==> config.mk <==
export PLATFORM = sky130hd
export DESIGN_NAME = pid_controller_clamped_unit
export DESIGN_NICKNAME = d
export VERILOG_FILES = /design/src/rtl/pcc_pkg.sv /design/src/rtl/pcc_sequencer.sv /design/src/rtl/pcc_datapath.sv /design/src/rtl/pid_controller_clamped_unit.sv
export SDC_FILE = /design/constraint.sdc
export NUM_CORES = 2
export LEC_CHECK = 0
export BUFFER_PORTS_ARGS = -buffer_cell sky130_fd_sc_hd__buf_2
export CORE_MARGIN = 2
export CORE_UTILIZATION = 40
export DETAILED_ROUTE_END_ITERATION = 16
export GPL_TIMING_DRIVEN = 0
export PLACE_DENSITY = 0.64
export SYNTH_ARGS = -nofsm -noshare
export SYNTH_HDL_FRONTEND = slang
export SYNTH_HIERARCHICAL = 1
export SYNTH_SLANG_ARGS = --single-unit
==> constraint.sdc <==
create_clock -name clk -period 12.8 [get_ports clk]
set_clock_uncertainty 0.2 [all_clocks]
set_input_delay 2.56 -clock clk [delete_from_list [all_inputs] [get_ports clk]]
set_output_delay 2.56 -clock clk [all_outputs]
set_load 0.02 [all_outputs]
==> src/rtl/pcc_pkg.sv <==
// Package: shared types, register indexes and the microcode table for the PID controller.
package pcc_pkg;

  localparam int STEP_W = 3;

  // Register indexes on the configuration port.
  localparam logic [2:0] REG_PROP_GAIN   = 3'd0;
  localparam logic [2:0] REG_INTEG_GAIN  = 3'd1;
  localparam logic [2:0] REG_DERIV_GAIN  = 3'd2;
  localparam logic [2:0] REG_SAMPLE_PER  = 3'd3;
  localparam logic [2:0] REG_INV_PER     = 3'd4;
  localparam logic [2:0] REG_INTEG_LIMIT = 3'd5;
  localparam logic [2:0] REG_DRIVE_LIMIT = 3'd6;

  // Multiplier operand A selects (33-bit signed).
  localparam logic [1:0] A_ERR   = 2'd0;
  localparam logic [1:0] A_DIFF  = 2'd1;
  localparam logic [1:0] A_INTEG = 2'd2;
  localparam logic [1:0] A_DERIV = 2'd3;

  // Multiplier operand B selects (32-bit signed).
  localparam logic [2:0] B_DT  = 3'd0;
  localparam logic [2:0] B_INV = 3'd1;
  localparam logic [2:0] B_KP  = 3'd2;
  localparam logic [2:0] B_KI  = 3'd3;
  localparam logic [2:0] B_KD  = 3'd4;

  // Write-back operations.
  localparam logic [2:0] WB_NONE  = 3'd0;
  localparam logic [2:0] WB_ERR   = 3'd1;
  localparam logic [2:0] WB_INTEG = 3'd2;
  localparam logic [2:0] WB_DERIV = 3'd3;
  localparam logic [2:0] WB_LOAD  = 3'd4;
  localparam logic [2:0] WB_ADD   = 3'd5;
  localparam logic [2:0] WB_OUT   = 3'd6;

  // Jump conditions.
  localparam logic [1:0] COND_NEVER    = 2'd0;
  localparam logic [1:0] COND_NO_IN    = 2'd1;
  localparam logic [1:0] COND_OUT_BUSY = 2'd2;
  localparam logic [1:0] COND_ALWAYS   = 2'd3;

  typedef struct packed {
    logic              in_rdy;
    logic [1:0]        a_sel;
    logic [2:0]        b_sel;
    logic [2:0]        wb;
    logic [1:0]        cond;
    logic [STEP_W-1:0] target;
    logic              last;
  } ctl_t;

  typedef struct packed {
    logic in_valid;
    logic out_busy;
  } status_t;

  // Control store. Steps 1-6 each issue a product; steps 2-6 retire the one issued before.
  function automatic ctl_t pcc_ucode(input logic [STEP_W-1:0] step);
    ctl_t w;
    w = '0;
    unique case (step)
      3'd0: begin
        w.in_rdy = 1'b1;
        w.wb     = WB_ERR;
        w.cond   = COND_NO_IN;
        w.target = 3'd0;
      end
      3'd1: begin
        w.a_sel = A_ERR;
        w.b_sel = B_DT;
      end
      3'd2: begin
        w.a_sel = A_DIFF;
        w.b_sel = B_INV;
        w.wb    = WB_INTEG;
      end
      3'd3: begin
        w.a_sel = A_ERR;
        w.b_sel = B_KP;
        w.wb    = WB_DERIV;
      end
      3'd4: begin
        w.a_sel = A_INTEG;
        w.b_sel = B_KI;
        w.wb    = WB_LOAD;
      end
      3'd5: begin
        w.a_sel = A_DERIV;
        w.b_sel = B_KD;
        w.wb    = WB_ADD;
      end
      3'd6: begin
        // The derivative product is issued again, so it stays put while this step waits.
        w.a_sel  = A_DERIV;
        w.b_sel  = B_KD;
        w.wb     = WB_OUT;
        w.cond   = COND_OUT_BUSY;
        w.target = 3'd6;
        w.last   = 1'b1;
      end
      default: begin
        w.cond   = COND_ALWAYS;
        w.target = 3'd0;
      end
    endcase
    return w;
  endfunction

endpackage

==> src/rtl/pcc_sequencer.sv <==
// Microcode sequencer: step counter, control store lookup and conditional jumps.
module pcc_sequencer
  import pcc_pkg::*;
(
  input  logic    clk,
  input  logic    rst,
  input  status_t status,
  output ctl_t    ctl
);

  logic [STEP_W-1:0] step;
  logic [STEP_W-1:0] step_next;
  logic              jump;

  assign ctl = pcc_ucode(step);

  always_comb begin
    unique case (ctl.cond)
      COND_NEVER:    jump = 1'b0;
      COND_NO_IN:    jump = !status.in_valid;
      COND_OUT_BUSY: jump = status.out_busy;
      COND_ALWAYS:   jump = 1'b1;
      default:       jump = 1'b0;
    endcase
  end

  always_comb begin
    priority if (jump) begin
      step_next = ctl.target;
    end else if (ctl.last) begin
      step_next = '0;
    end else begin
      step_next = step + 1'b1;
    end
  end

  always_ff @(posedge clk) begin
    if (rst) begin
      step <= '0;
    end else begin
      step <= step_next;
    end
  end

  a_wait_holds: assert property (@(posedge clk) disable iff (rst)
    (step == 3'd0 && !status.in_valid) |=> step == 3'd0)
    else $error("sequencer left the wait step without an input transfer");

  a_start_advances: assert property (@(posedge clk) disable iff (rst)
    (step == 3'd0 && status.in_valid) |=> step == 3'd1)
    else $error("sequencer did not start the program after an input transfer");

  a_out_holds: assert property (@(posedge clk) disable iff (rst)
    (ctl.wb == WB_OUT && status.out_busy) |=> ctl.wb == WB_OUT)
    else $error("sequencer left the output step while the result register was full");

endmodule

==> src/rtl/pcc_datapath.sv <==
// Datapath: shared multiplier, error, integral, derivative, sum and result register.
module pcc_datapath
  import pcc_pkg::*;
(
  input  logic               clk,
  input  logic               rst,
  input  ctl_t               ctl,
  input  logic               in_valid,
  input  logic signed [31:0] measured,
  input  logic signed [31:0] setpoint,
  input  logic signed [31:0] prop_gain,
  input  logic signed [31:0] integ_gain,
  input  logic signed [31:0] deriv_gain,
  input  logic        [30:0] sample_period,
  input  logic        [30:0] inv_sample_period,
  input  logic        [30:0] integ_limit,
  input  logic        [30:0] drive_limit,
  output logic               out_busy,
  output logic               out_valid,
  input  logic               out_ready,
  output logic signed [31:0] drive
);

  logic signed [31:0] err;
  logic signed [31:0] last_err;
  logic signed [31:0] integ;
  logic signed [31:0] deriv;
  logic signed [48:0] prod;
  logic signed [49:0] acc;

  logic signed [32:0] err_raw;
  logic signed [31:0] err_sat;
  logic signed [32:0] mul_a;
  logic signed [31:0] mul_b;
  logic signed [64:0] mul_full;
  logic signed [49:0] integ_sum;
  logic signed [49:0] ilim;
  logic signed [31:0] integ_clamped;
  logic signed [31:0] deriv_sat;
  logic signed [49:0] total;
  logic signed [49:0] dlim;
  logic signed [31:0] drive_clamped;

  assign out_busy = out_valid && !out_ready;

  // Error at 33 bits, saturated back to 32.
  assign err_raw = {setpoint[31], setpoint} - {measured[31], measured};
  always_comb begin
    if (err_raw[32] != err_raw[31]) begin
      err_sat = err_raw[32] ? 32'sh8000_0000 : 32'sh7FFF_FFFF;
    end else begin
      err_sat = err_raw[31:0];
    end
  end

  always_comb begin
    unique case (ctl.a_sel)
      A_ERR:   mul_a = {err[31], err};
      A_DIFF:  mul_a = {err[31], err} - {last_err[31], last_err};
      A_INTEG: mul_a = {integ[31], integ};
      A_DERIV: mul_a = {deriv[31], deriv};
      default: mul_a = '0;
    endcase
  end

  always_comb begin
    unique case (ctl.b_sel)
      B_DT:    mul_b = {1'b0, sample_period};
      B_INV:   mul_b = {1'b0, inv_sample_period};
      B_KP:    mul_b = prop_gain;
      B_KI:    mul_b = integ_gain;
      B_KD:    mul_b = deriv_gain;
      default: mul_b = '0;
    endcase
  end

  assign mul_full = mul_a * mul_b;

  // Integral update with symmetric clamp.
  assign integ_sum = {{18{integ[31]}}, integ} + {prod[48], prod};
  assign ilim      = {19'b0, integ_limit};
  always_comb begin
    priority if (integ_sum > ilim) begin
      integ_clamped = ilim[31:0];
    end else if (integ_sum < -ilim) begin
      integ_clamped = -ilim[31:0];
    end else begin
      integ_clamped = integ_sum[31:0];
    end
  end

  always_comb begin
    priority if (prod > 49'sh0_7FFF_FFFF) begin
      deriv_sat = 32'sh7FFF_FFFF;
    end else if (prod < -49'sh0_8000_0000) begin
      deriv_sat = 32'sh8000_0000;
    end else begin
      deriv_sat = prod[31:0];
    end
  end

  // Final sum with the drive clamp.
  assign total = acc + {prod[48], prod};
  assign dlim  = {19'b0, drive_limit};
  always_comb begin
    priority if (total > dlim) begin
      drive_clamped = dlim[31:0];
    end else if (total < -dlim) begin
      drive_clamped = -dlim[31:0];
    end else begin
      drive_clamped = total[31:0];
    end
  end

  always_ff @(posedge clk) begin
    prod <= mul_full[64:16];
    if (rst) begin
      integ    <= '0;
      last_err <= '0;
    end else begin
      unique case (ctl.wb)
        WB_ERR: begin
          if (in_valid) begin
            err <= err_sat;
          end
        end
        WB_INTEG: begin
          integ    <= integ_clamped;
          last_err <= err;
        end
        WB_DERIV: deriv <= deriv_sat;
        WB_LOAD:  acc <= {prod[48], prod};
        WB_ADD:   acc <= total;
        WB_OUT: begin
          if (!out_busy) begin
            drive <= drive_clamped;
          end
        end
        default: begin
        end
      endcase
    end
  end

  always_ff @(posedge clk) begin
    if (rst) begin
      out_valid <= 1'b0;
    end else if (ctl.wb == WB_OUT && !out_busy) begin
      out_valid <= 1'b1;
    end else if (out_ready) begin
      out_valid <= 1'b0;
    end
  end

  a_integ_bounded: assert property (@(posedge clk) disable iff (rst)
    (ctl.wb == WB_INTEG) |=>
      ($signed({integ[31], integ}) <= $signed({2'b0, $past(integ_limit)})
       && $signed({integ[31], integ}) >= -$signed({2'b0, $past(integ_limit)})))
    else $error("integral left its clamp range");

  a_result_loaded: assert property (@(posedge clk) disable iff (rst)
    (ctl.wb == WB_OUT && !out_busy) |=> out_valid)
    else $error("result register not marked full after the output step");

endmodule

==> src/rtl/pid_controller_clamped_unit.sv <==
// Top level: PID controller with integral clamp and saturated drive, Q16.16.
//
//   channel   direction  handshake           payload
//   s_*       in         s_tvalid/s_tready   s_tdata[31:0] measured, [63:32] setpoint
//   m_*       out        m_tvalid/m_tready   m_tdata[31:0] drive
//   cfg_*     in         cfg_wr_en           cfg_addr register index, cfg_wdata value
//
// From the input transfer to the result register, the microcode program issues five
// products through one shared 33x32 multiplier, one per step. The program is seven
// steps long and takes no new sample until it is through with the last one. A new
// sample is taken as soon as the program returns to its wait step, even while the
// previous result still waits on m_*.
// Reset (rst, synchronous) restores the register defaults and clears the integral and
// the stored error; s_tready stays low while rst is high. A stalled output only holds
// the program at its last step when a fresh result is ready and the result register is
// still full.
module pid_controller_clamped_unit
  import pcc_pkg::*;
(
  input  logic        clk,
  input  logic        rst,
  input  logic        s_tvalid,
  output logic        s_tready,
  input  logic [63:0] s_tdata,   // [31:0] measured, [63:32] setpoint
  output logic        m_tvalid,
  input  logic        m_tready,
  output logic [31:0] m_tdata,   // [31:0] drive
  input  logic        cfg_wr_en,
  input  logic [2:0]  cfg_addr,
  input  logic [31:0] cfg_wdata
);

  // Configuration registers.
  logic signed [31:0] prop_gain;
  logic signed [31:0] integ_gain;
  logic signed [31:0] deriv_gain;
  logic        [30:0] sample_period;
  logic        [30:0] inv_sample_period;
  logic        [30:0] integ_limit;
  logic        [30:0] drive_limit;

  ctl_t               ctl;
  status_t            status;
  logic               out_busy;
  logic signed [31:0] drive;

  // Writes to an index past the last register fall through and change nothing.
  always_ff @(posedge clk) begin
    if (rst) begin
      prop_gain         <= 32'sd65536;
      integ_gain        <= 32'sd6554;
      deriv_gain        <= 32'sd32768;
      sample_period     <= 31'd6554;
      inv_sample_period <= 31'd655360;
      integ_limit       <= 31'd65536;
      drive_limit       <= 31'd655360;
    end else if (cfg_wr_en) begin
      unique case (cfg_addr)
        REG_PROP_GAIN:   prop_gain         <= cfg_wdata;
        REG_INTEG_GAIN:  integ_gain        <= cfg_wdata;
        REG_DERIV_GAIN:  deriv_gain        <= cfg_wdata;
        REG_SAMPLE_PER:  sample_period     <= cfg_wdata[30:0];
        REG_INV_PER:     inv_sample_period <= cfg_wdata[30:0];
        REG_INTEG_LIMIT: integ_limit       <= cfg_wdata[30:0];
        REG_DRIVE_LIMIT: drive_limit       <= cfg_wdata[30:0];
        default: begin
        end
      endcase
    end
  end

  // The input side is open only while the program sits in its wait step and out of reset.
  assign s_tready        = ctl.in_rdy && !rst;
  assign status.in_valid = s_tvalid;
  assign status.out_busy = out_busy;

  pcc_sequencer u_seq (
    .clk    (clk),
    .rst    (rst),
    .status (status),
    .ctl    (ctl)
  );

  pcc_datapath u_dp (
    .clk               (clk),
    .rst               (rst),
    .ctl               (ctl),
    .in_valid          (s_tvalid),
    .measured          (s_tdata[31:0]),
    .setpoint          (s_tdata[63:32]),
    .prop_gain         (prop_gain),
    .integ_gain        (integ_gain),
    .deriv_gain        (deriv_gain),
    .sample_period     (sample_period),
    .inv_sample_period (inv_sample_period),
    .integ_limit       (integ_limit),
    .drive_limit       (drive_limit),
    .out_busy          (out_busy),
    .out_valid         (m_tvalid),
    .out_ready         (m_tready),
    .drive             (drive)
  );

  assign m_tdata = drive;

  // A transfer starts the program, so the input side closes on the next cycle.
  a_one_sample: assert property (@(posedge clk) disable iff (rst)
    (s_tvalid && s_tready) |=> !s_tready)
    else $error("input accepted a second sample while one was in progress");

  // A fresh result always lies inside the drive clamp.
  a_drive_bounded: assert property (@(posedge clk) disable iff (rst)
    $rose(m_tvalid) |->
      ($signed({m_tdata[31], m_tdata}) <= $signed({2'b0, drive_limit})
       && $signed({m_tdata[31], m_tdata}) >= -$signed({2'b0, drive_limit})))
    else $error("drive outside its clamp range");

endmodule

# Word level (Yosys, flattened, before mapping)
# Cells that the tools add are included.
[totals]
ff_bits = 483
in_bits = 104
output_inout_bits = 34
elab_cells = 111
[op_classes]
add_sub_neg = 9
mul = 1
order_cmp = 6
n_eq_ne = 29
muxes = 20
bitwise_logic = 2
n_reduce_logical = 27
[op_table]
columns = ["op", "count"]
rows = [
  ["$mux 32", 6],
  ["$pmux 32 s5", 1],
  ["$pmux 33 s4", 1],
  ["$gt 50x32->1", 2],
  ["$lt 50x50->1", 2],
  ["$neg 31->50", 2],
  ["$pmux 50 s2", 1],
  ["$sub 32x32->33", 2],
  ["$mul 33x32->65", 1],
  ["$neg 31->32", 2],
  ["$add 32x49->50", 1],
  ["$add 50x50->50", 1],
  ["$gt 49x32->1 const B", 1],
  ["$lt 49x32->1 const B", 1],
  ["$mux 31", 1],
  ["$eq 3x3->1 const B", 10],
  ["$eq 3x2->1 const B", 8],
  ["$pmux 5 s4", 1],
  ["$pmux 3 s6", 1],
  ["$reduce_and 2->1", 9],
  ["$pmux 5 s3", 1],
  ["$eq 3x1->1 const B", 4],
  ["$logic_not 3->1", 3],
  ["$eq 2x2->1 const B", 4],
  ["14 further kinds", 28],
]

# Logic depth before layout (Yosys ltp)
[logic_depth]
depth_word = 6
ltp_mapped = 46
mapped_depth_nobuf = 45

# Hierarchy
# Netlist, hierarchy kept.
[modules_own_cells]
columns = ["module", "n_inst", "cells_per_inst", "area_each_um2", "seq_area_each_um2"]
rows = [
  ["pcc_datapath", 1, 7335, 62603.8, 6666.4],
  ["pid_controller_clamped_unit", 1, 771, 8553.2, 4404.2],
  ["pcc_sequencer", 1, 42, 312.8, 60.1],
]

# Worst setup path before layout
# No wires, ideal clock.
[synth_path]
kind = "register -> register"
startpoint = "register u_dp.err[0]"
endpoint = "register u_dp.prod[48]"
setup_time_ns = 0.072
t_arrival_ns = 10.383
required_time_ns = 12.528
path_slack_ns = 2.145
path_stages_with_launch = 43
path_buffers = 2
synth_period_minus_slack_ns = 10.655
cell_sequence = "edfxtp_1 -> inv_1 -> ha_1 -> fa_1 -> nor2b_1 -> o21a_1 -> o21ai_0 -> a21oi_1 -> nor4_1 -> a2bb2oi_1 -> a211o_1 -> a21o_1 -> a31oi_1 -> nand2_1 -> a21oi_1 -> or2_2 -> clkbuf_1 -> buf_1 -> (+7 left out) -> inv_1 -> fa_1 -> inv_1 -> fa_1 -> inv_1 -> fa_1 -> inv_1 -> fa_1 -> ha_1 -> a21o_1 -> a21o_1 -> a21o_1 -> a21oi_1 -> nor2b_1 -> o21ai_0 -> nand2b_1 -> a221oi_1 -> xnor2_1"
[synth_between]
elab_chain_cells = 3
[synth_lines]
columns = ["item", "line_no", "text"]
rows = [
  ["start: declaration", "pcc_datapath.sv:24", "logic signed [31:0] err;"],
  ["start signal: assignment", "pcc_datapath.sv:124", "err <= err_sat;"],
  ["$sub 32x32->33", "pcc_datapath.sv:59", "A_DIFF: mul_a = {err[31], err} - {last_err[31], last_err};"],
  ["$pmux 33 s4 *", "pcc_datapath.sv:57", "unique case (ctl.a_sel)"],
  ["$mul 33x32->65 *", "pcc_datapath.sv:77", "assign mul_full = mul_a * mul_b;"],
  ["net u_dp.mul_full[64]", "pcc_datapath.sv:35", "logic signed [64:0] mul_full;"],
  ["end signal: assignment", "pcc_datapath.sv:116", "prod <= mul_full[64:16];"],
  ["end: declaration", "pcc_datapath.sv:28", "logic signed [48:0] prod;"],
]
# Mark *: on every way through the listed nets, which the timed path passes. The rest lies on a longest branch.
# A chain may end at the register's enable or synchronous reset.

==> out/summary.md <==
The floorplan step set the die height to 427 µm. The wire length of the first global-routing pass was 410000 µm; the starting utilization of the core area was 0.401. The final-layout fill cell count came out at 17700.

The class of the most critical setup path was flop to flop. Final weighted congestion in routability-driven placement: 1.04. Using the TritonRoute via totals, the vias-per-cell ratio works out to 5.65. The tools report the worst-case register-to-register setup slack as 120 ps.

Share of cells above drive strength 1: 0.0719. Initial detailed-routing violation count: 5825. The via count of the first global-routing pass was 61900. Kind of start point of the critical path: a flop. Summing all placed instances gives a cell area of 75300 µm².

The number of nets handed over by synthesis was 9867. For this run, the slowest stage of the critical path takes 740 ps. The number of standard-cell rows in the floorplan was 155; the initial antenna violation count was 29. The Yosys step of the flow raised 6 warnings.

The transition at the pin with the smallest max-transition slack works out to 1320 ps. The remaining routing DRC violations came out at 0. For the worst setup path, the data required time is 13110 ps. Final number of max-transition violations: 0. Entering global routing, the biggest net connects 33 pins.

STA classifies the critical path endpoint as a flop. The flow ran to the end, and the final reports show no timing, DRC or antenna violations. The clock passes through at most 3 buffers. The total I/O pin count is 138, and the number of clock sinks seen by CTS is 483. Detailed routing inserted a total of 60800 vias. After technology mapping, the gate count stands at 8141. The count of buffers added on input and output ports is 133.

The H-tree was split into 2 levels. The slowest stage of the critical path belongs to the cell sky130_fd_sc_hd__o21a_1. For the headroom to the max-slew limit, the log shows 0.116. Sequential standard cell area: 11100 µm². The horizontal die dimension was 427 µm. Once detail routing completed, the nets flagged for antenna violations numbered 0.

The number of failing hold endpoints at the final stage was 0; the max-cap violation count was 0. Die area: 182000 µm². TritonCTS built the clock tree.

The later pin in the worst-skew pair is clocked with a latency of 710 ps. For the worst setup path, the data arrival time is 13000 ps. In this run the worst hold path is classified as flop to flop. Summing all multi-input logic gate instances after layout gives 54300 µm². The worst hold slack after final layout is 255 ps. For the post-synthesis cell area, the log shows 71400 µm².

Setup total negative slack on the finished layout was measured at 0 ps. Dividing the detail-routed wire length by the instance count gives 25.9 µm. The clock transition at the registers of the reported paths was 70 ps; the clock buffer count from CTS was 54.

Summed over all nets, the half-perimeter wirelength after detailed placement is 233000 µm. The worst path in the final design needs a cycle of 12680 ps, including I/O delays and setup. The total routing usage reported by global routing was 0.308; the largest fanout of any net on the critical path was 10.

The logs give 279000 µm for the total routed wirelength and 78.8 MHz for the maximum clock frequency. The net count of the finished layout is 10100. The area of the core region is 178000 µm², and the area growth from synthesis to final layout is 9.18%.

The final global-route overflow total is 0, and the count of endpoints failing setup in the final report is 0. The clock root buffer is sky130_fd_sc_hd__clkbuf_16. The average instance in the mapped netlist occupies 8.77 µm². Area of all placed cells without fillers: 78000 µm². The share of the cycle needed by the critical path after routing works out to 0.991. The most prevalent standard cell on the critical path was sky130_fd_sc_hd__fa_1. The detailed-router iteration count before antenna repair came out at 6.
[worst paths after layout]
check	start	end	cells after the start
setup / recovery	u_seq/step[0]$_SDFF_PP0_	u_dp/prod[36]$_DFF_P_	34
hold / removal	u_dp/last_err[17]$_SDFFE_PP0N_	u_dp/last_err[17]$_SDFFE_PP0N_	2
setup reg to reg	u_seq/step[0]$_SDFF_PP0_	u_dp/prod[36]$_DFF_P_	34
hold reg to reg	u_dp/last_err[17]$_SDFFE_PP0N_	u_dp/last_err[17]$_SDFFE_PP0N_	2
[flip-flops by register name (all words and copies together), names as in the netlist]
name,count
u_dp/integ,32
u_dp/prod,49
u_dp/err,32
u_dp/acc,50
integ_gain,32
prop_gain,32
integ_limit,31
u_dp/drive,32
drive_limit,31
u_dp/deriv,32
deriv_gain,32
sample_period,31
u_dp/last_err,32
inv_sample_period,31
u_seq/step,3
u_dp/out_valid,1
[critical path: cells and delay by family (launching register included)]
kind	cells	cell delay (ps)
AND/OR/NAND/NOR	9	2090
flip-flops	1	340
adder cells (fa/ha/maj)	9	4400
AO/OA/AOI/OAI	7	2330
buffers and inverters	8	2440
XOR/XNOR	1	670
[cell usage in the layout (no fill, tap or decap), drive strengths merged, types with 18 or more instances in the layout]
| master | n |
|---|---|
| a211oi | 58 |
| a21o | 151 |
| a21oi | 383 |
| a221o | 18 |
| a31oi | 35 |
| and2 | 44 |
| and3 | 27 |
| buf | 229 |
| clkbuf | 381 |
| dfxtp | 337 |
| diode | 22 |
| edfxtp | 146 |
| fa | 1115 |
| ha | 507 |
| inv | 1348 |
| mux2 | 40 |
| mux2i | 327 |
| nand2 | 800 |
| nand2b | 282 |
| nand3 | 73 |
| nand4 | 65 |
| nor2 | 883 |
| nor2b | 59 |
| nor3 | 92 |
| nor4 | 22 |
| o211ai | 31 |
| o21a | 57 |
| o21ai | 259 |
| o21bai | 32 |
| o22a | 26 |
| o22ai | 38 |
| or2 | 30 |
| or3 | 30 |
| xnor2 | 175 |
| xor2 | 81 |
[metrics by stage]
step,utilization,std cells,setup slack (ps)
after floorplan,-,8141,2140
after global placement,0.422,10600,-3440
after detailed placement,0.423,10600,-3090
after CTS,0.436,10700,11.7
after global routing,0.438,10700,-1.02
final,0.438,10800,117
[per-layer routing]
metal	routed length (µm)	vias up	global-route usage
met4	22300	28	0.201
met1	105000	30400	0.380
met2	122000	3077	0.473
li1	-	26500	-
met3	29300	780	0.0856
met5	225	-	0
[timing repair]
item | 4_1_cts | 5_1_grt
setup buffers | 3 | 5
hold buffers | 0 | 0
pin swaps | 4 | 11
setup endpoints to repair | 33 | 18
gates resized for setup | 150 | 97
[cell type report]
cell class | count | area share
Antenna cell | 22 | 0.000706
Buffer | 386 | 0.0227
Clock buffer | 74 | 0.0202
Clock inverter | 27 | 0.00393
Inverter | 1341 | 0.0645
Multi-Input combinational cell | 5921 | 0.696
Sequential cell | 483 | 0.143
Tap cell | 2355 | 0.0378
Timing Repair Buffer | 154 | 0.0114
Power is not shown: default switching activity piles up to over one toggle a cycle in this logic, so the estimate is an artifact.
